### src/rtl/core/kit_trim.sv
// ----------------------------------------------------------------------------
// kit_trim
// Zeroes every byte after the first zero byte of a padded text field.
// ----------------------------------------------------------------------------
`default_nettype none

module kit_trim #(
    parameter int NBYTES = 29
) (
    input  wire logic [NBYTES*8-1:0] din,
    output logic      [NBYTES*8-1:0] dout
);

    logic [NBYTES-1:0] nz;
    logic [NBYTES-1:0] keep;

    for (genvar i = 0; i < NBYTES; i++) begin : g_byte
        localparam logic [NBYTES-1:0] LOW = (NBYTES'(1) << i) - NBYTES'(1);
        assign nz[i]          = |din[8*i +: 8];
        assign keep[i]        = &(nz | ~LOW);
        assign dout[8*i +: 8] = keep[i] ? din[8*i +: 8] : 8'h00;
    end

endmodule

`default_nettype wire

### config.mk
export PLATFORM = sky130hd
export DESIGN_NAME = kit_trim
export DESIGN_NICKNAME = d
export VERILOG_FILES = /design/src/rtl/core/kit_trim.sv
export SDC_FILE = /design/constraint.sdc
export NUM_CORES = 1
export LEC_CHECK = 0
export BUFFER_PORTS_ARGS = -buffer_cell sky130_fd_sc_hd__clkbuf_2
export CAP_MARGIN = 25
export CORE_AREA = 3 3 178 180
export DETAILED_ROUTE_END_ITERATION = 8
export DIE_AREA = 0 0 181 183
export GPL_ROUTABILITY_DRIVEN = 0
export PLACE_DENSITY_LB_ADDON = 0.15
export SLEW_MARGIN = 20
export SYNTH_ARGS = -nofsm -noshare
export SYNTH_HDL_FRONTEND = slang
export SYNTH_SLANG_ARGS = --single-unit
### constraint.sdc
create_clock -name vclk -period 2.44
set_clock_uncertainty 0.2 [all_clocks]
set_input_delay 0.122 -clock vclk [all_inputs]
set_output_delay 0.122 -clock vclk [all_outputs]
set_load 0.02 [all_outputs]
==> results.py <==
metrics = {
    "status": {
        "status": "completed",
    },
    "routing": {
        "post_drt_wl_per_cell_um": 18.91,
        "drt_iter0_drc": 168,
        "vias_per_cell": 4.262,
        "drtAntennaViolNets": 0,
        "drcViolationCount": 0,
        "drt-pass1-iter-count": 4,
        "wirelength_mm": 25.83,
        "vias": 5822,
    },
    "global_routing": {
        "grt_antenna_before_repair": 4,
        "grt_usage_pct": 14.18,
        "grt_pass1_vias": 5929,
        "grt-ovfl-total": 0,
        "grt_start_max_net_pins": 54,
        "grt_pass1_wl_mm": 37.13,
    },
    "timing": {
        "max_clock_freq_ghz": 0.4281,
        "hold_viol": 0,
        "slew_headroom_pct": 47.19,
        "grt_setup_unrepaired": "no",
        "period_share_pct": 95.74,
        "slew_violations": 0,
        "worst_slew_pin_slew_ns": 0.7913,
        "setup_viol": 0,
        "layout_min_cycle_time_ns": 2.336,
        "worst_slack_ns": 0.1041,
        "tns_ns": 0,
    },
    "setup_path": {
        "crit_path_top_delay_cell": "or4_4",
        "crit_path_end_kind": "output pin",
        "required_ns": 2.12,
        "path_max_fanout": 16,
        "cp-start-kind": "input pin",
        "worstSetupPathType": "input pin to output pin",
        "crit_buf_inv": 4,
        "crit_chain": "clkbuf_2 -> nor4_1 -> nand2_2 -> nand3_1 -> or4_4 -> buf_12 -> buf_12 -> nor4_1 -> clkbuf_2",
        "max_stage_delay_ns": 0.58,
        "arrival_ns": 2.01,
        "critical_path.top_delay_family": "simple AND/OR/NAND/NOR gates",
    },
    "synth": {
        "synth.area.top_cells": "and2_1, nor4_1, nor4_2",
        "yosysTopAreaCellShare_pct": 12.76,
        "yosys_warnings": 0,
        "ys_seq_area_share_pct": 0,
        "postSynthCellCount": 510,
        "synth_common_cells": "and2_1, nor4_1, nand2_1",
        "synth_most_common_cell": "and2_1",
        "avgSynthCellArea_um2": 6.536,
        "synth_cell_types": 30,
        "yosysTopAreaCell": "and2_1",
        "syn_area_mm2": 0.003333,
        "synth_nets": 742,
    },
    "final_layout": {
        "clockBufferCount": 0,
        "nets": 1204,
        "syn_to_final_growth_pct": 89.41,
        "fillers": 3575,
        "n_antenna_cell": 0,
        "seq_area_um2": 0,
        "seq_cells": 0,
        "drive_gt1_share_pct": 61.24,
    },
    "floorplan": {
        "die_h_um": 183,
        "die_x_um": 181,
        "io_pins": 464,
        "design.core.area_mm2": 0.03035,
        "initial_core_util_pct": 10.98,
        "rows": 64,
        "die_area_mm2": 0.03312,
    },
    "worst_hold_path": {
        "min_from": "din[4]",
        "hp-class": "input pin to output pin",
        "min_to": "dout[4]",
        "min_path_cells": 2,
    },
    "power_and_ir_drop": {
        "seqPwrFrac_pct": 0,
        "power_mw": 1.279,
        "peakVddDrop_v": 0.00006449,
        "p_per_area_mw_per_mm2": 202.6,
        "pwr-share-comb_pct": 100.0,
        "p_int_uw": 488.7,
        "p_clk_share_pct": 0,
        "swShare_pct": 61.79,
        "p_switching_uw": 790.3,
        "p_leak_nw": 3.519,
    },
    "placement": {
        "hpwl_mm": 23.26,
        "dp_slack_ns": -0.09383,
        "port_buffers": 464,
    },
    "clock_tree": {
        "cts.hold.buffers_added": 0,
    },
    "flow_run": {
        "max-cap-violations": 0,
    },
}
[placed cells by master, fill, tap and decap left out, types with 2 or more instances in the layout]
master	netlist	final
nor4b_2	8	7
inv_1	16	16
nand4_1	10	10
or4_1	21	20
buf_4	9	39
nor3_2	24	24
nor2_1	18	18
clkbuf_2	0	463
nand3b_1	8	8
nor3_1	43	43
buf_12	0	8
nand3_1	51	51
nor4_4	3	3
nand2_1	56	56
nor4_1	61	59
nor4_2	26	28
nor2_2	2	2
and2_1	68	68
and3_1	24	24
nor2_4	1	2
nand2_2	4	4
nor3b_2	8	8
[how the worst max path moves through the flow]
stage,start,to,slack (ns),cells after the start
final,din[64],dout[221],0.10,9
after global routing,din[69],dout[228],0.001,9
after CTS,din[73],dout[120],0.04,9
after detailed placement,din[128],dout[222],-0.09,8
after global placement,din[128],dout[222],-0.03,8
after floorplan,din[9],dout[192],0.20,7
[power by group through the flow]
stage | logic [mW] | registers [mW] | clock network, mW
4_1_cts | 1.30 | 0 | 0
3_3_place_gp | 1.31 | 0 | 0
5_1_grt | 1.38 | 0 | 0
6_report | 1.28 | 0 | 0
3_5_place_dp | 1.30 | 0 | 0
2_1_floorplan | 0.694 | 0 | 0
[area by class of cell]
| cell class | instances | area, um2 | area share, % |
|---|---|---|---|
| multi-input combinational | 443 | 2983 | 47.25 |
| tap | 396 | 495.5 | 7.848 |
| inverter | 16 | 60.06 | 0.9512 |
| timing repair buffer | 511 | 2775 | 43.96 |
[stage by stage]
| step | cells | hold WS [ns] | area (um2) | utilization (%) |
|---|---|---|---|---|
| finish | 1366 | 0.2846 | 6314 | 20.80 |
| global route | 1366 | 0.2981 | 6314 | 20.80 |
| CTS | 1364 | 0.2885 | 6279 | 20.69 |
| detailed placement | 1362 | 0.2885 | 6264 | 20.64 |
| global placement | 1362 | 0.2875 | 6264 | 20.64 |
| floorplan | 510 | 0.1537 | 3333 | - |
[timing repair]
action                     4_1_cts  5_1_grt
pin swaps                        1        1
resized for setup                0        6
hold endpoints to repair         0        0
setup endpoints to repair       30       10
cloned                           0        1
buffers inserted                 2        0
[logic make-up (layout without fill, tap and decap cells)]
logic type | Yosys count | after routing | share of synthesized area (%)
compound gates | 2 | 2 | 0.3753
buf+inv | 68 | 527 | 11.82
simple gates | 440 | 441 | 87.80
[layer usage]
layer	GRT usage (%)	vias up	share of wire, %
li1	-	2846	-
met1	15.25	2654	37
met2	29.00	298	54
met3	3.689	16	8.3
met4	0.6094	8	0.54
met5	0	-	0.17
Note: power is estimated with default switching activity, not from simulation.
