$ cat src/rtl/core/kit_pkg.sv
// ----------------------------------------------------------------------------
// kit_pkg
// Types and codes shared by the keyed item table: entry layout, operation
// and status codes, and the result word handed from sequencer to output.
// ----------------------------------------------------------------------------
`default_nettype none

package kit_pkg;

    localparam int NAME_BYTES = 29;
    localparam int KIND_BYTES = 19;
    localparam int NAME_W     = NAME_BYTES * 8;
    localparam int KIND_W     = KIND_BYTES * 8;
    localparam int AMT_W      = 31;
    localparam int POS_W      = 4;
    localparam int STATUS_W   = 3;

    localparam logic [1:0] OP_ADD    = 2'd0;
    localparam logic [1:0] OP_REMOVE = 2'd1;
    localparam logic [1:0] OP_SEARCH = 2'd2;
    localparam logic [1:0] OP_LIST   = 2'd3;

    localparam logic [STATUS_W-1:0] ST_OK          = 3'd0;
    localparam logic [STATUS_W-1:0] ST_FULL        = 3'd1;
    localparam logic [STATUS_W-1:0] ST_EMPTY_NAME  = 3'd2;
    localparam logic [STATUS_W-1:0] ST_DUPLICATE   = 3'd3;
    localparam logic [STATUS_W-1:0] ST_EMPTY_KIND  = 3'd4;
    localparam logic [STATUS_W-1:0] ST_BAD_QTY     = 3'd5;
    localparam logic [STATUS_W-1:0] ST_TABLE_EMPTY = 3'd6;
    localparam logic [STATUS_W-1:0] ST_NOT_FOUND   = 3'd7;

    // where the entry fields of a result word come from
    localparam logic [1:0] SRC_NONE = 2'd0;
    localparam logic [1:0] SRC_MEM  = 2'd1;
    localparam logic [1:0] SRC_KEY  = 2'd2;

    typedef struct packed {
        logic [NAME_W-1:0] name;
        logic [KIND_W-1:0] kind;
        logic [AMT_W-1:0]  amount;
    } entry_t;

    typedef struct packed {
        logic [STATUS_W-1:0] status;
        logic [1:0]          src;
        logic [POS_W-1:0]    pos;
        logic [POS_W-1:0]    count;
        logic                last;
    } res_ctl_t;

endpackage

`default_nettype wire

$ cat src/rtl/core/kit_store.sv
// ----------------------------------------------------------------------------
// kit_store
// Entry memory: one write port, one read port, registered read data.
// ----------------------------------------------------------------------------
`default_nettype none

module kit_store #(
    parameter int DEPTH = 10,
    parameter int IDX_W = 4
) (
    input  wire logic                 clk,
    input  wire logic                 rd_en,
    input  wire logic [IDX_W-1:0]     rd_addr,
    output kit_pkg::entry_t           rd_data,
    input  wire logic                 wr_en,
    input  wire logic [IDX_W-1:0]     wr_addr,
    input  wire kit_pkg::entry_t      wr_data
);

    kit_pkg::entry_t mem [DEPTH];

    always_ff @(posedge clk)
    begin
        if (wr_en)
        begin
            mem[wr_addr] <= wr_data;
        end
        if (rd_en)
        begin
            rd_data <= mem[rd_addr];
        end
    end

endmodule

`default_nettype wire

$ cat config.mk
export PLATFORM = sky130hd
export DESIGN_NAME = kit_store
export DESIGN_NICKNAME = d
export VERILOG_FILES = /design/src/rtl/core/kit_pkg.sv /design/src/rtl/core/kit_store.sv
export SDC_FILE = /design/constraint.sdc
export NUM_CORES = 2
export LEC_CHECK = 0
export ABC_AREA = 0
export BUFFER_PORTS_ARGS = -buffer_cell sky130_fd_sc_hd__buf_2
export CAP_MARGIN = 20
export CORE_ASPECT_RATIO = 1.5
export CORE_MARGIN = 1.5
export CORE_UTILIZATION = 50
export CTS_BUF_LIST = sky130_fd_sc_hd__clkbuf_8
export DETAILED_ROUTE_END_ITERATION = 12
export PLACE_DENSITY = 0.65
export SLEW_MARGIN = 10
export SYNTH_ARGS = -nofsm -noshare
export SYNTH_HDL_FRONTEND = slang
export SYNTH_MEMORY_MAX_BITS = 65536
export SYNTH_SLANG_ARGS = --single-unit
$ cat constraint.sdc
create_clock -name clk -period 45 [get_ports clk]
set_input_delay 2.25 -clock clk [delete_from_list [all_inputs] [get_ports clk]]
set_output_delay 2.25 -clock clk [all_outputs]
set_load 0.03 [all_outputs]
==> flow_summary.ini <==
[cts]
clk-insertion-delay-late_ps = 1100
post_cts_setup_buffer_count = 0
clock_pin_slew_of_the_registers_on_the_worst_case_setup_and_hold_paths_ps = 70
cts-hold-fix-buffers = 0
htree_num_levels = 6
tritoncts = built
postCtsResizedCells = 0
numClockSinks = 4565
clk_root_buffer_cell = sky130_fd_sc_hd__clkbuf_8
cts.path.max_buffers = 4
cts_made_buffers = 659

[setup_path]
crit_path_start = rd_addr[0]
worst-r2r-setup-slack_ps = 43210
timing.setup.critical_path_class = input pin to flop
setup.worst_path.end = rd_data[268]$_DFFE_PP_
crit_path_frequent_cell = sky130_fd_sc_hd__buf_4
reg2reg_to = rd_data[211]$_DFFE_PP_
slowest_stage = sky130_fd_sc_hd__buf_4
cp_cell_sequence = buf_12 > buf_4 > buf_12 > buf_4 > buf_4 > buf_4 > buf_4 > mux2_2 > o22ai_1 > o31ai_1
cpPeakStageDelay_ps = 970
required_time_of_the_worst_setup_path_ps = 45740
timing.critical_path.fanout_max = 118
cp-end-kind = flop
worstRegToRegCells = 3
worst_r2r_startpoint = mem[7][211]$_DFFE_PP_
cp-start-kind = input pin
timing.critical_path.max_delay_family = buffers and inverters
worstPathArrival_ps = 8820
critical_path_buf_inv_count = 7
critical_path_depth = 10

[floorplanning]
die_area_sq_mm = 0.349
std_cell_rows = 264
placeable_core_area_sq_mm = 0.344
fp.dieW_um = 483
initial_core_util = 0.502
num_io_pins = 841
fp.dieH_um = 723

[sta]
final_skew_ps = 62.7
setup_tns_ps = 0
max_slew.worst_pin.slew_ps = 1210
report.final.setup_viol = 0
rsz0062_at_grt = false
final_critical_path_share_of_the_clock_period = 0.179
worst_slew_margin_rel = 0.193
final.min_clock_period_ps = 8080
report.final.hold_viol_count = 0
final-max-slew-violation-count = 0
achievable_freq_mhz = 124

[global_routing]
grt-ovfl-total = 0
grt_start_max_net_pins = 172
number_of_antenna_violations_at_the_first_check_in_global_routing = 164
grt_usage = 0.238
first_global_vias = 92100
first_pass_grt_wire_length_um = 613000

[power_and_ir_drop]
p_leak_nw = 64.7
power.density_cell_area_mw_per_mm2 = 43.1
vdd.ir_drop.worst_mv = 0.0380
power.total_w = 0.00836

[synthesis]
synth-edff-count = 4565
ys_ff_latch = 4565
synth_nets = 9140
synth_largest_area_cell = sky130_fd_sc_hd__edfxtp_1
netlist_top_cells_count = 4,565 x sky130_fd_sc_hd__edfxtp_1, 1,159 x sky130_fd_sc_hd__mux2_2, 728 x sky130_fd_sc_hd__o22ai_1
syn_area_sq_mm = 0.173
synth_cell_type_count = 23
post_synthesis_area_per_instance_sq_um = 19.8
synth.most_common_cell = sky130_fd_sc_hd__edfxtp_1
synth.yosys.warnings = 0
synth-async-reset-ratio = 0
ys_dominant_reg_cell = sky130_fd_sc_hd__edfxtp_1
yosysSeqAreaShare = 0.793
syn-instance-count = 8714
synth.top_cell.area_share = 0.793
synth_top_cells_by_area = sky130_fd_sc_hd__edfxtp_1 79%, sky130_fd_sc_hd__mux2_2 7.5%, sky130_fd_sc_hd__o22ai_1 2.6%, sky130_fd_sc_hd__mux2i_1 2.6%, sky130_fd_sc_hd__mux2_1 1.7%

[place]
post-dp-hpwl_um = 224000
placed_standard_cell_area_sq_mm = 0.182
port-buffer-count = 840
gp_congestion = 0.774

[run]
timing.max_cap.violations = 0

[drt]
detail_route.wirelength_um = 424000
drt_drc_violations_left = 0
ant_nets = 0
iteration_0_drc_markers = 7338
detailedRoute.firstPassIterationCount = 5
route.detailed.wl_per_inst_um = 28.3
detailroute.via_count = 87700
via_density_per_instance = 5.85

[outcome]
run_status = complete, no violations

[cells_and_area]
final_core_utilization = 0.563
area_delta_synth_final_pct = 12.2
nets = 10300
fillers = 26000
finalInstanceArea_sq_mm = 0.194
layout-drive-gt1-share = 0.301

[min_path]
worst_hold_path_type = flop to flop
==> sequential cells by signal, summed over array words and instances, names as in the netlist <==
register	count
rd_data	415
mem	4150
==> metal layers <==
metal,vias to the layer above,track usage,part of all wire
met4,88,0.0896,0.035
met2,3011,0.399,0.49
li1,37800,-,-
met1,45900,0.304,0.40
met5,-,0,0.0013
met3,881,0.0529,0.074
==> layout by cell type, fill, tap and decap left out, types with 2 or more instances in the layout <==
| cell | netlist | final |
|---|---|---|
| sky130_fd_sc_hd__edfxtp_1 | 4565 | 4565 |
| sky130_fd_sc_hd__mux2_2 | 1159 | 1159 |
| sky130_fd_sc_hd__buf_2 | 168 | 835 |
| sky130_fd_sc_hd__o22ai_1 | 728 | 728 |
| sky130_fd_sc_hd__clkbuf_8 | 0 | 666 |
| sky130_fd_sc_hd__mux2i_1 | 451 | 451 |
| sky130_fd_sc_hd__nand2_1 | 416 | 416 |
| sky130_fd_sc_hd__mux2_1 | 261 | 261 |
| sky130_fd_sc_hd__o31ai_1 | 232 | 232 |
| sky130_fd_sc_hd__inv_1 | 0 | 205 |
| sky130_fd_sc_hd__clkinv_1 | 0 | 157 |
| sky130_fd_sc_hd__buf_4 | 41 | 133 |
| sky130_fd_sc_hd__o31a_1 | 131 | 131 |
| sky130_fd_sc_hd__mux4_2 | 102 | 102 |
| sky130_fd_sc_hd__nor2b_1 | 102 | 102 |
| sky130_fd_sc_hd__diode_2 | 0 | 90 |
| sky130_fd_sc_hd__clkinv_2 | 0 | 76 |
| sky130_fd_sc_hd__o31ai_2 | 52 | 52 |
| sky130_fd_sc_hd__buf_12 | 0 | 25 |
| sky130_fd_sc_hd__clkinvlp_4 | 0 | 14 |
| sky130_fd_sc_hd__bufinv_16 | 0 | 13 |
| sky130_fd_sc_hd__inv_6 | 0 | 10 |
| sky130_fd_sc_hd__inv_12 | 0 | 8 |
| sky130_fd_sc_hd__nor2_4 | 0 | 7 |
| sky130_fd_sc_hd__inv_8 | 0 | 6 |
| sky130_fd_sc_hd__inv_16 | 0 | 5 |
| sky130_fd_sc_hd__clkinv_8 | 0 | 5 |
| sky130_fd_sc_hd__nor3_2 | 0 | 3 |
| sky130_fd_sc_hd__nand2b_4 | 0 | 2 |
| sky130_fd_sc_hd__nand3b_1 | 2 | 2 |
| sky130_fd_sc_hd__nand2b_1 | 4 | 2 |
| sky130_fd_sc_hd__buf_8 | 0 | 2 |
==> tightest hold or removal path: stages (launching register included) <==
cell                       delay [ps]
sky130_fd_sc_hd__edfxtp_1         320
sky130_fd_sc_hd__mux2_2           140
sky130_fd_sc_hd__nand2_1           50
sky130_fd_sc_hd__o31ai_1           60
==> stage by stage <==
| stage | std cells | setup WS [ps] | hold slack [ps] |
|---|---|---|---|
| after floorplan | 8714 | 12610 | 619 |
| final | 15000 | 36920 | 628 |
| after CTS | 14900 | 37120 | 621 |
| after detailed placement | 13700 | 35930 | 633 |
| after global placement | 13700 | 36040 | 623 |
| after global routing | 14900 | 36650 | 654 |
==> worst min-delay path by stage <==
stage	slack [ps]	from	end	depth (start not counted)
after detailed placement	630	mem[9][113]$_DFFE_PP_	rd_data[113]$_DFFE_PP_	3
after CTS	620	mem[9][65]$_DFFE_PP_	rd_data[65]$_DFFE_PP_	3
after global placement	620	mem[9][309]$_DFFE_PP_	rd_data[309]$_DFFE_PP_	3
after global routing	650	mem[8][60]$_DFFE_PP_	rd_data[60]$_DFFE_PP_	3
final	630	mem[9][371]$_DFFE_PP_	rd_data[371]$_DFFE_PP_	3
after floorplan	620	mem[9][0]$_DFFE_PP_	rd_data[0]$_DFFE_PP_	3
==> final cells by class <==
type	count	area (sq um)	share of cell area
sequential	4565	137000	0.707
multi-input combinational	3653	33300	0.172
clock buffer	666	9170	0.0473
timing repair buffer	997	5750	0.0296
tap	4522	5660	0.0292
clock inverter	501	2740	0.0141
antenna	90	225	0.00116
==> where the power goes <==
group / switching, W / internal [W] / leakage, nW
clock: 0.00156 / 0.00147 / 6.85
sequential: 0.0000323 / 0.00480 / 41.6
combinational: 0.000331 / 0.000165 / 16.3
total: 0.00193 / 0.00643 / 64.7
==> cell families (layout without fill, tap and decap cells) <==
group / after synthesis / count (layout) / synth area share
compound gates: 1143 / 1143 / 0.0468
simple gates: 537 / 537 / 0.0133
other cells: 0 / 90 / 0
buf+inv: 496 / 2164 / 0.0150
flops: 4565 / 4565 / 0.793
mux: 1973 / 1973 / 0.132
(Power assumes the default switching activity.)
