### config.mk
export PLATFORM = sky130hd
export DESIGN_NAME = kit_out
export DESIGN_NICKNAME = d
export VERILOG_FILES = /design/src/rtl/core/kit_pkg.sv /design/src/rtl/core/kit_out.sv
export SDC_FILE = /design/constraint.sdc
export NUM_CORES = 1
export LEC_CHECK = 0
export ABC_CLOCK_PERIOD_IN_PS = 25400
export BUFFER_PORTS_ARGS = -buffer_cell sky130_fd_sc_hd__buf_2
export CORE_AREA = 2 2 492 494
export DETAILED_ROUTE_END_ITERATION = 8
export DIE_AREA = 0 0 494 496
export PLACE_DENSITY = 0.3
export SLEW_MARGIN = 20
export SYNTH_ARGS = -nofsm -noshare
export SYNTH_HDL_FRONTEND = slang
export SYNTH_SLANG_ARGS = --single-unit
### constraint.sdc
create_clock -name clk -period 25.4 [get_ports clk]
set_input_delay 6.35 -clock clk [delete_from_list [all_inputs] [get_ports clk]]
set_output_delay 6.35 -clock clk [all_outputs]
set_load 0.02 [all_outputs]
### src/rtl/core/kit_pkg.sv
// ----------------------------------------------------------------------------
// kit_pkg
// Types and codes shared by the keyed item table: entry layout, operation
// and status codes, and the result word handed from sequencer to output.
// ----------------------------------------------------------------------------
`default_nettype none

package kit_pkg;

    localparam int NAME_BYTES = 29;
    localparam int KIND_BYTES = 19;
    localparam int NAME_W     = NAME_BYTES * 8;
    localparam int KIND_W     = KIND_BYTES * 8;
    localparam int AMT_W      = 31;
    localparam int POS_W      = 4;
    localparam int STATUS_W   = 3;

    localparam logic [1:0] OP_ADD    = 2'd0;
    localparam logic [1:0] OP_REMOVE = 2'd1;
    localparam logic [1:0] OP_SEARCH = 2'd2;
    localparam logic [1:0] OP_LIST   = 2'd3;

    localparam logic [STATUS_W-1:0] ST_OK          = 3'd0;
    localparam logic [STATUS_W-1:0] ST_FULL        = 3'd1;
    localparam logic [STATUS_W-1:0] ST_EMPTY_NAME  = 3'd2;
    localparam logic [STATUS_W-1:0] ST_DUPLICATE   = 3'd3;
    localparam logic [STATUS_W-1:0] ST_EMPTY_KIND  = 3'd4;
    localparam logic [STATUS_W-1:0] ST_BAD_QTY     = 3'd5;
    localparam logic [STATUS_W-1:0] ST_TABLE_EMPTY = 3'd6;
    localparam logic [STATUS_W-1:0] ST_NOT_FOUND   = 3'd7;

    // where the entry fields of a result word come from
    localparam logic [1:0] SRC_NONE = 2'd0;
    localparam logic [1:0] SRC_MEM  = 2'd1;
    localparam logic [1:0] SRC_KEY  = 2'd2;

    typedef struct packed {
        logic [NAME_W-1:0] name;
        logic [KIND_W-1:0] kind;
        logic [AMT_W-1:0]  amount;
    } entry_t;

    typedef struct packed {
        logic [STATUS_W-1:0] status;
        logic [1:0]          src;
        logic [POS_W-1:0]    pos;
        logic [POS_W-1:0]    count;
        logic                last;
    } res_ctl_t;

endpackage

`default_nettype wire

### src/rtl/core/kit_out.sv
// ----------------------------------------------------------------------------
// kit_out
// Output register: holds one result word, selects its entry fields from
// the memory read data, the held key or zero.
// ----------------------------------------------------------------------------
`default_nettype none

module kit_out (
    input  wire logic                               clk,
    input  wire logic                               rst_n,
    input  wire logic                               res_valid,
    output logic                                    res_ready,
    input  wire kit_pkg::res_ctl_t                  res_ctl,
    input  wire kit_pkg::entry_t                    mem_entry,
    input  wire kit_pkg::entry_t                    key_entry,
    output logic                                    out_valid,
    input  wire logic                               out_ready,
    output logic      [kit_pkg::STATUS_W-1:0]       status,
    output kit_pkg::entry_t                         entry,
    output logic      [kit_pkg::POS_W-1:0]          entry_position,
    output logic      [kit_pkg::POS_W-1:0]          entries_now,
    output logic                                    last
);

    logic                   valid_reg;
    logic                   push;
    kit_pkg::entry_t        entry_sel;

    assign res_ready = !valid_reg || out_ready;
    assign push      = res_valid && res_ready;
    assign out_valid = valid_reg;

    always_comb
    begin
        case (res_ctl.src)
            kit_pkg::SRC_MEM: entry_sel = mem_entry;
            kit_pkg::SRC_KEY: entry_sel = key_entry;
            default:          entry_sel = '0;
        endcase
    end

    always_ff @(posedge clk or negedge rst_n)
    begin
        if (!rst_n)
        begin
            valid_reg <= 1'b0;
        end
        else if (res_ready)
        begin
            valid_reg <= res_valid;
        end
    end

    always_ff @(posedge clk)
    begin
        if (push)
        begin
            status         <= res_ctl.status;
            entry          <= entry_sel;
            entry_position <= (res_ctl.src == kit_pkg::SRC_NONE) ? '0 : res_ctl.pos;
            entries_now    <= res_ctl.count;
            last           <= res_ctl.last;
        end
    end

endmodule

`default_nettype wire
==> run metrics, run 1 <==
status finished, final reports clean; Synth area leader edfxtp_1; final instance count without filler cells between 5000 and 6000; global-route wire length before repair 205000 µm; RSZ-0062 raised after global routing false; crit end category output pin; peak fanout along the critical path 3; Synth cell types 12; global route overflow 0; Pre-antenna DRT Iters 5; Clk Latency, worst-skew pair 0.69 ns; CTS Buf Count 61; root buffer cell clkbuf_16; top post-synthesis cells by area edfxtp_1 65%, a22oi_1 16%, nor2b_1 13%; # fillers 27500; setup TNS 0 ns; Final Instance Area 0.0314 mm²; Final ANT Viol Nets 0; Yosys top cell area share 64.8%; row count 180; Synth Instances 1408; most frequent cell after synthesis edfxtp_1; final period utilization 51.8%; asr flop ratio synth less than 1%; YS warnings 0; # hold bufs at CTS 0; Starting Density 8.26%; WP data required ~19 ns; Core Box Area 0.240 mm²; DR WL/cell 28.2 µm; Die Width 494 µm; Clk pin slew, worst setup/hold paths roughly 0.060 ns; max cap viols 0; fin nets 3487; port bufs between 1000 and 1500; buffers inserted by post-CTS timing repair 0; CTS resizes 0; Layout area overhead 58.5%; fin crit period 13.15 ns; Post-route DRC 0; sequential-to-total area share from yosys stat 64.9%; Clock Tree Buf Depth 3; Net Count, Synth 2259; Finish-stage setup viols 0; hpwl dp 143000 µm; Reg2Reg Setup Slack 21.73 ns; leakage 0.0120 µW; die area between 0.2 and 0.25 mm²; clock tree sinks 428; total number of vias 18700; most instantiated cells after synthesis 427 x edfxtp_1, 419 x nor2b_1, 415 x a22oi_1; area of placed instances between 0.02 and 0.03 mm²; count of final hold-check violations 0; Post-Syn Area per Cell around 14 µm²; HP Class flip-flop to flip-flop; Seq cells post-synth 428; critical path type input port to output pin; Peak VDD IR 0.0000538 V; Power per Cell Area 65.0 mW/mm²; gpl congestion 0.853; commonest register cell after synthesis edfxtp_1; Clock Skew 0.0263 ns; f_max roughly 76 MHz; gr usage total between 10% and 20%; H-tree depth 2; largest net degree at the start of global routing 92; Critical Path AT a little under 7 ns; Post-synth EDFFs 427; antenna violations before repair 278; Worst Setup Start Kind input port; First DRT Iteration DRCs 1284; slew at the pin with the worst max-slew slack 1.02 ns; post-synthesis cell area approximately 0.02 mm²; CTS tree done; dpl cells 5758; fraction of layout cells with a size suffix above 1 51.6%; max-slew violations 0; Slew HR approximately a third; Die Ht 496 µm; overall routed net length 168000 µm; I/O pins about 1300; DR vias/cell 3.15; number of global-route vias before repair between 15000 and 20000
-- logic make-up (layout without fill, tap and decap cells) --
kind of cell	after synthesis	after routing	share of synthesized area, %
other	0	72	0
adders and majority gates	3	3	0.190
DFF	428	428	64.9
buffers and inverters	140	1420	5.79
AOI/OAI and AO/OA	415	415	15.7
and+or+nand+nor	422	422	13.3
-- worst max-delay path, stage by stage --
cell	delay, ns
buf_2	0.09
nand2b_1	0.17
buf_2	0.18
-- where the power goes --
part	internal [µW]	switching [µW]
Clock	490	366
Combinational	124	214
Sequential	831	11.9
Total	1450	592
-- routing by layer --
layer	track usage, %	share of wire, %
met5	0	0.64
met4	2.98	3.0
met3	8.50	16
met2	20.0	43
met1	14.9	38
-- sequential cells by signal, summed over array words and instances (netlist names) --
name            flops
out_valid           1
entries_now         4
entry             415
entry_position      4
last                1
status              3
-- metrics by stage --
stage | setup slack, ns | hold WS [ns] | util (%) | total power [µW]
final | 12.25 | 0.557 | 13.1 | 2040
after global routing | 12.24 | 0.583 | 13.0 | 2130
after CTS | 12.26 | 0.552 | 13.0 | 2090
after detailed placement | 12.26 | 0.536 | 12.2 | 1200
after global placement | 12.23 | 0.551 | 12.2 | 1200
after floorplan | 8.26 | 0.783 | - | 1040
-- path summary, 6_finish.rpt --
check,from,depth (start not counted),end
max,out_ready,3,res_ready
min,out_valid,2,out_valid
max reg2reg,out_valid,5,entry[320]
min reg2reg,out_valid,2,out_valid
max in group asynchronous,rst_n,1,out_valid
min in group asynchronous,rst_n,1,out_valid
-- placed cells by master, fill, tap and decap left out, drive strengths merged --
| cell type | synthesis | layout |
|---|---|---|
| clkinv | 0 | 26 |
| inv | 2 | 5 |
| clkinvlp | 0 | 2 |
| ha | 3 | 3 |
| and2 | 1 | 1 |
| nor2b | 419 | 419 |
| nand2b | 2 | 2 |
| buf | 127 | 1303 |
| dfrtp | 1 | 1 |
| diode | 0 | 72 |
| edfxtp | 427 | 427 |
| a22oi | 415 | 415 |
| bufinv | 0 | 4 |
| clkbuf | 11 | 80 |
-- cell type report --
class                   count  area [µm²]  area share [%]
diodes                     72         180           0.575
well taps                3185        3990            12.7
multi-input cells         840        5830            18.6
clock inverters            35         270           0.862
inverters                   2        7.51          0.0239
repair buffers           1303        6590            21.0
flip-flops and latches    428       12800            41.0
clock buffers              80        1640            5.23
Note: power is estimated with default switching activity, not from simulation.
==> run 2: changes to the inputs <==
ABC_AREA = 1   (was not set)
ABC_CLOCK_PERIOD_IN_PS = 10500   (was 25400)
CORE_AREA = 2 2 501 503   (was 2 2 492 494)
DIE_AREA = 0 0 503 505   (was 0 0 494 496)
clock period = 10.5 ns   (was 25.4 ns; I/O delays follow)
==> run 2 against run 1 <==
  * First-iteration DRC count increased by 7.9%
  * Cell count increased by 9.0%
  * Synthesized cell count increased by 30%
  * Cell area decreased by 1.5%
  * Sequential power increased by 140%
  * Die area increased by 3.7%
  * Worst hold slack improved by 0.055 ns
  * Utilization decreased by 0.65 points
  * Largest power group is now registers
  * Combinational power increased by 130%
  * Flip-flop and latch count unchanged
  * Clock skew decreased by 0.011 ns
==> run metrics, run 2 <==
overall routed net length 159000 µm (was 168000 µm); most instantiated cells after synthesis 832 x nand2_1, 427 x edfxtp_1, 416 x a21oi_1 (was 427 x edfxtp_1, 419 x nor2b_1, 415 x a22oi_1); final period utilization roughly 54%; slew at the pin with the worst max-slew slack 1.41 ns (was 1.02 ns); setup TNS 0 ns (unchanged); CTS Buf Count 59 (was 61); final instance count without filler cells 6481 (was 5945); Clk pin slew, worst setup/hold paths 0.06 ns (about the same); Clock Tree Buf Depth 3 (unchanged); most frequent cell after synthesis nand2_1 (was edfxtp_1); Most flops, register entry (unchanged); Post-synth EDFFs 427 (unchanged); CP max-delay cell buf_2 (unchanged); f_max 176 MHz; largest net degree at the start of global routing 161 (was 92); # fillers 29000 (was 27500); leakage 0.0121 µW (was 0.0120 µW); peak fanout along the critical path 2 (was 3); Clk Latency, worst-skew pair 0.69 ns (about the same); crit path from out_ready (unchanged); Power Total 4750 µW (was 2040 µW); buffers inserted by post-CTS timing repair 0 (unchanged); status finished, final reports clean (unchanged); Worst Setup Start Kind input port (unchanged); gr usage total 11.8% (was 13.0%); Post-Syn Area per Cell 10.4 µm² (was 14.1 µm²); # hold bufs at CTS 0 (unchanged); YS warnings 0 (unchanged); commonest register cell after synthesis edfxtp_1 (unchanged); I/O pins 1277 (unchanged); sequential-to-total area share from yosys stat 67.3% (was 64.9%); Starting Density 7.69% (was 8.26%); most used cell along the critical path buf_2 (unchanged); top post-synthesis cells by area edfxtp_1 67%, nand2_1 16%, a21oi_1 11% (was edfxtp_1 65%, a22oi_1 16%, nor2b_1 13%); Power per Cell Area 154 mW/mm² (was 65.0 mW/mm²); Die Width 503 µm (was 494 µm); clock tree sinks 428 (unchanged); count of final hold-check violations 0 (unchanged); CTS resizes 0 (unchanged); Peak VDD IR 0.000122 V (was 0.0000538 V); Pre-antenna DRT Iters 5 (unchanged); max-slew violations 0 (unchanged); global route overflow 0 (unchanged); Yosys top cell area share 67.1% (was 64.8%); Reg2Reg Setup Slack 8.04 ns (was 21.73 ns); number of global-route vias before repair 19600 (was 18100); die area 0.254 mm² (was 0.245 mm²); hold_sp out_valid (unchanged); asr flop ratio synth 0.234% (unchanged); Worst Hold Slack 0.612 ns (was 0.557 ns); post-synthesis cell area 0.0191 mm² (was 0.0198 mm²); antenna violations before repair 163 (was 278); hpwl dp 132000 µm (was 143000 µm); Clock Skew 0.0148 ns (was 0.0263 ns); reg-to-reg startpoint out_valid (unchanged); commonest non-fill, non-tap cell in the layout buf_2 (unchanged); Synth cell types 12 (unchanged); gpl congestion 0.879 (was 0.853); Die Ht 505 µm (was 496 µm); most frequent cells in the layout 1276 x buf_2, 832 x nand2_1, 427 x edfxtp_1 (was 1276 x buf_2, 427 x edfxtp_1, 419 x nor2b_1); Final ANT Viol Nets 0 (unchanged); global-route wire length before repair 198000 µm (was 205000 µm); Layout area overhead 61.7% (was 58.5%); fraction of layout cells with a size suffix above 1 44.4% (was 51.6%); RSZ-0062 raised after global routing false (unchanged); H-tree depth 2 (unchanged); DR vias/cell 3.04 (was 3.15); WP data required 7.88 ns (was 19.05 ns); Seq cells post-synth 428 (unchanged); Finish-stage setup viols 0 (unchanged); Synth Instances 1829 (was 1408); total number of vias 19700 (was 18700); dpl cells 6319 (was 5758); Core Box Area 0.248 mm² (was 0.240 mm²); Post-route DRC 0 (unchanged); critical path type input port to output pin (unchanged); fin nets 3901 (was 3487); fin crit period about 5.7 ns; Synth area leader edfxtp_1 (unchanged); root buffer cell clkbuf_16 (unchanged); First DRT Iteration DRCs 1386 (was 1284); HP Class flip-flop to flip-flop (unchanged); max cap viols 0 (unchanged); DR WL/cell 24.5 µm (was 28.2 µm); Net Count, Synth 2680 (was 2259); port bufs 1276 (unchanged); CTS tree done (unchanged); max reg flops 415 (unchanged); max incr delay on CP 0.16 ns (was 0.18 ns); Slew HR 6.27% (was 32.0%); top flop regs entry: 415 flops, entries_now: 4 flops, entry_position: 4 flops (unchanged); crit-path cells buf_2 > inv_1 > nand2_1 > buf_2 (was buf_2 > nand2b_1 > buf_2); Critical Path AT 3.06 ns (was 6.80 ns); row count 183 (was 180); crit end category output pin (unchanged)
[run 2: cell types whose count changed after synthesis, sizes merged, moves of 5 or more]
cell / previous run / this run
a21oi: 0 / 416
inv: 2 / 9
nand2: 0 / 832
clkbuf: 11 / 6
a22oi: 415 / 0
nor2b: 419 / 0
[run 2: metal layers]
metal / share of wire (%) / up-vias / GRT usage [%]
met5: 0.44 / - / 0
met4: 2.7 / 104 / 2.71
met3: 13 / 327 / 6.19
met2: 47 / 1242 / 20.2
met1: 36 / 9278 / 12.8
li1: - / 8778 / -
[run 2: cell type report]
class                           count  area, µm²  area share (%)
Antenna cell                       56        140           0.454
Clock buffer                       76       1560            5.06
Clock inverter                     30        163           0.527
Inverter                            9       41.3           0.134
Multi-Input combinational cell   1255       5290            17.1
Sequential cell                   428      12800            41.6
Tap cell                         3330       4170            13.5
Timing Repair Buffer             1297       6660            21.6
[run 2: power breakdown]
part,switching [µW],internal (µW)
Sequential,35.9,2010
Clock,890,1040
Combinational,528,243
Total,1450,3290
[run 2: cell families (layout without fill, tap and decap cells)]
kind of cell	Yosys count	count (layout)	synth area share [%]
adders and majority gates	3	3	0.197
DFF	428	428	67.3
buffers and inverters	146	1412	5.19
and+or+nand+nor	836	836	16.4
AOI/OAI and AO/OA	416	416	10.9
other	0	56	0
[run 2: metrics by stage]
stage	setup slack (ns)	utilization, %	instance area (µm²)
after floorplan	0.195	-	19100
after global placement	4.76	11.7	29000
after detailed placement	4.80	11.7	29000
after CTS	4.80	12.4	30700
after global routing	4.78	12.4	30800
final	4.81	12.4	30900
[run 2: final timing paths]
kind / end / cells past startpoint
max in group asynchronous: out_valid / 1
setup / recovery: res_ready / 4
hold / removal: out_valid / 2
setup reg to reg: entry[224] / 3
min in group asynchronous: out_valid / 1
hold reg to reg: out_valid / 2
[run 2: critical path, delay by kind of cell]
| kind | cells | cell delay [ns] |
|---|---|---|
| buffers and inverters | 3 | 0.35 |
| and+or+nand+nor | 1 | 0.08 |
==> run 3: changes to the inputs <==
ABC_CLOCK_PERIOD_IN_PS = 4900   (was 10500)
clock period = 4.9 ns   (was 10.5 ns; I/O delays follow)
==> run 3 against run 2 <==
  * Clock power grew 120%
  * Sequential power grew 110%
  * Worst hold slack lost 0.30 ns
  * Critical path type unchanged
  * Largest power group unchanged
==> run metrics, run 3 (synthesis gave the netlist of run 2 again) <==
global route overflow 0 (unchanged); # hold bufs at CTS 0 (unchanged); most frequent cells in the layout 1276 x buf_2, 832 x nand2_1, 427 x edfxtp_1 (unchanged); Power per Cell Area 331 mW/mm² (was 154 mW/mm²); commonest non-fill, non-tap cell in the layout buf_2 (unchanged); max incr delay on CP 0.16 ns (about the same); crit end category output pin (unchanged); fin crit period 2.85 ns; Power Total 10400 µW (was 4750 µW); sequential power share 42.2% (was 43.1%); top flop regs entry: 415 flops, entries_now: 4 flops, entry_position: 4 flops (unchanged); slew at the pin with the worst max-slew slack 0.753 ns (was 1.41 ns); max cap viols 0 (unchanged); Clk pin slew, worst setup/hold paths 0.06 ns (about the same); CTS tree done (unchanged); Die Ht 505 µm (unchanged); fraction of layout cells with a size suffix above 1 45.3% (was 44.4%); First DRT Iteration DRCs 1289 (was 1386); clock tree sinks 428 (unchanged); WP data required 3.67 ns (was 7.88 ns); Slew HR 49.8% (was 6.27%); gpl congestion 0.874 (was 0.879); Finish-stage setup viols 0 (unchanged); crit-path cells buf_2 > inv_8 > nand2_1 > buf_2 (was buf_2 > inv_1 > nand2_1 > buf_2); antenna violations before repair 169 (was 163); root buffer cell clkbuf_16 (unchanged); Post-route DRC 0 (unchanged); DR vias/cell 3.04 (about the same); fin nets 3942 (was 3901); largest net degree at the start of global routing 102 (was 161); row count 183 (unchanged); Top Family by Delay on Critical Path buffers and inverters (unchanged); Clock Tree Buf Depth 3 (unchanged); switch share 30.1% (was 30.6%); die area 0.254 mm² (unchanged); CP max-delay cell buf_2 (unchanged); CTS Buf Count 60 (was 59); max reg flops 415 (unchanged); Core Box Area 0.248 mm² (unchanged); Clock Skew 0.0159 ns (was 0.0148 ns); status finished, final reports clean (unchanged); dpl cells 6359 (was 6319); overall routed net length 160000 µm (was 159000 µm); Most flops, register entry (unchanged); final instance count without filler cells 6518 (was 6481); f_max between 300 and 400 MHz; Gate power share 16.7% (was 16.2%); hpwl dp 135000 µm (was 132000 µm); CTS resizes 0 (unchanged); count of final hold-check violations 0 (unchanged); Power Internal 7250 µW (was 3290 µW); port bufs 1276 (unchanged); final period utilization 58.2%; DR WL/cell 24.5 µm (about the same); clock power share 41.2% (was 40.6%); H-tree depth 2 (unchanged); # fillers 29000 (about the same); most used cell along the critical path buf_2 (unchanged); buffers inserted by post-CTS timing repair 0 (unchanged); Final ANT Viol Nets 0 (unchanged); Pre-antenna DRT Iters 7 (was 5); critical path type input port to output pin (unchanged); total number of vias 19800 (was 19700); RSZ-0062 raised after global routing false (unchanged); Die Width 503 µm (unchanged); number of global-route vias before repair 20200 (was 19600); Layout area overhead 64.4% (was 61.7%); max-slew violations 0 (unchanged); gr usage total 11.9% (was 11.8%); I/O pins 1277 (unchanged); HP Class input port to asynchronous set/reset pin (was flip-flop to flip-flop); Worst Setup Start Kind input port (unchanged); Psw 3130 µW (was 1450 µW); Starting Density 7.69% (unchanged); Critical Path AT 1.63 ns (was 3.06 ns); leakage 0.0123 µW (was 0.0121 µW); Clk Latency, worst-skew pair 0.67 ns (was 0.69 ns); Buf/Inv on CP 3 (unchanged); Peak VDD IR 0.000247 V (was 0.000122 V); peak fanout along the critical path 2 (unchanged); global-route wire length before repair 199000 µm (was 198000 µm)
==> run 3: cell count changes in the layout (fill, tap and decap cells not counted) <==
cell        previous run  this run
clkinv_1              16        20
buf_4                 12        42
inv_6                  3         2
clkinv_2               7         5
inv_8                  1         2
clkbuf_1              16        11
diode_2               56        50
clkinvlp_4             1         5
buf_12                 9        19
inv_2                  0         1
inv_1                  8         6
bufinv_16              0         3
==> run 3: cell type report <==
type | instances | area [µm²] | share of cell area (%)
Timing Repair Buffer | 1337 | 7080 | 22.6
Multi-Input combinational cell | 1255 | 5290 | 16.9
Tap cell | 3330 | 4170 | 13.3
Sequential cell | 428 | 12800 | 40.9
Clock buffer | 71 | 1540 | 4.92
Inverter | 9 | 48.8 | 0.155
Clock inverter | 38 | 279 | 0.889
Antenna cell | 50 | 125 | 0.399
==> run 3: final timing paths <==
path | startpoint | endpoint | slack [ns] | cells past startpoint
worst max register to register | out_valid | entry[256] | 2.91 | 3
worst min-delay path | rst_n | out_valid | 0.31 | 1
worst max-delay path | out_ready | res_ready | 2.05 | 4
worst min register to register | out_valid | out_valid | 0.57 | 2
max in group asynchronous | rst_n | out_valid | 4.51 | 1
min in group clk | out_valid | out_valid | 0.57 | 2
==> run 3: per-stage QoR <==
stage / worst slack (ns) / utilization (%) / setup TNS (ns) / cell area [µm²] / hold slack [ns]
global placement: 1.53 / 11.9 / 0 / 29400 / 0.551
global route: 2.03 / 12.6 / 0 / 31300 / 0.254
detailed placement: 1.54 / 11.9 / 0 / 29400 / 0.558
CTS: 2.02 / 12.6 / 0 / 31300 / 0.224
finish: 2.05 / 12.6 / 0 / 31400 / 0.310
floorplan: -3.76 / - / -1607.44 / 19100 / 0.804
==> run 3: power groups by stage <==
stage | Sequential, µW | Clock [µW] | Combinational [µW]
final | 4380 | 4270 | 1730
after global placement | 4450 | 0 | 1780
after CTS | 4380 | 4480 | 1780
after global routing | 4400 | 4570 | 1860
after floorplan | 4770 | 0 | 486
after detailed placement | 4450 | 0 | 1780
==> run 3: routing by layer <==
metal,part of all wire (%),track usage (%)
met2,47,19.7
met4,3.7,4.43
met5,0.39,0.343
met1,36,12.7
met3,13,6.25
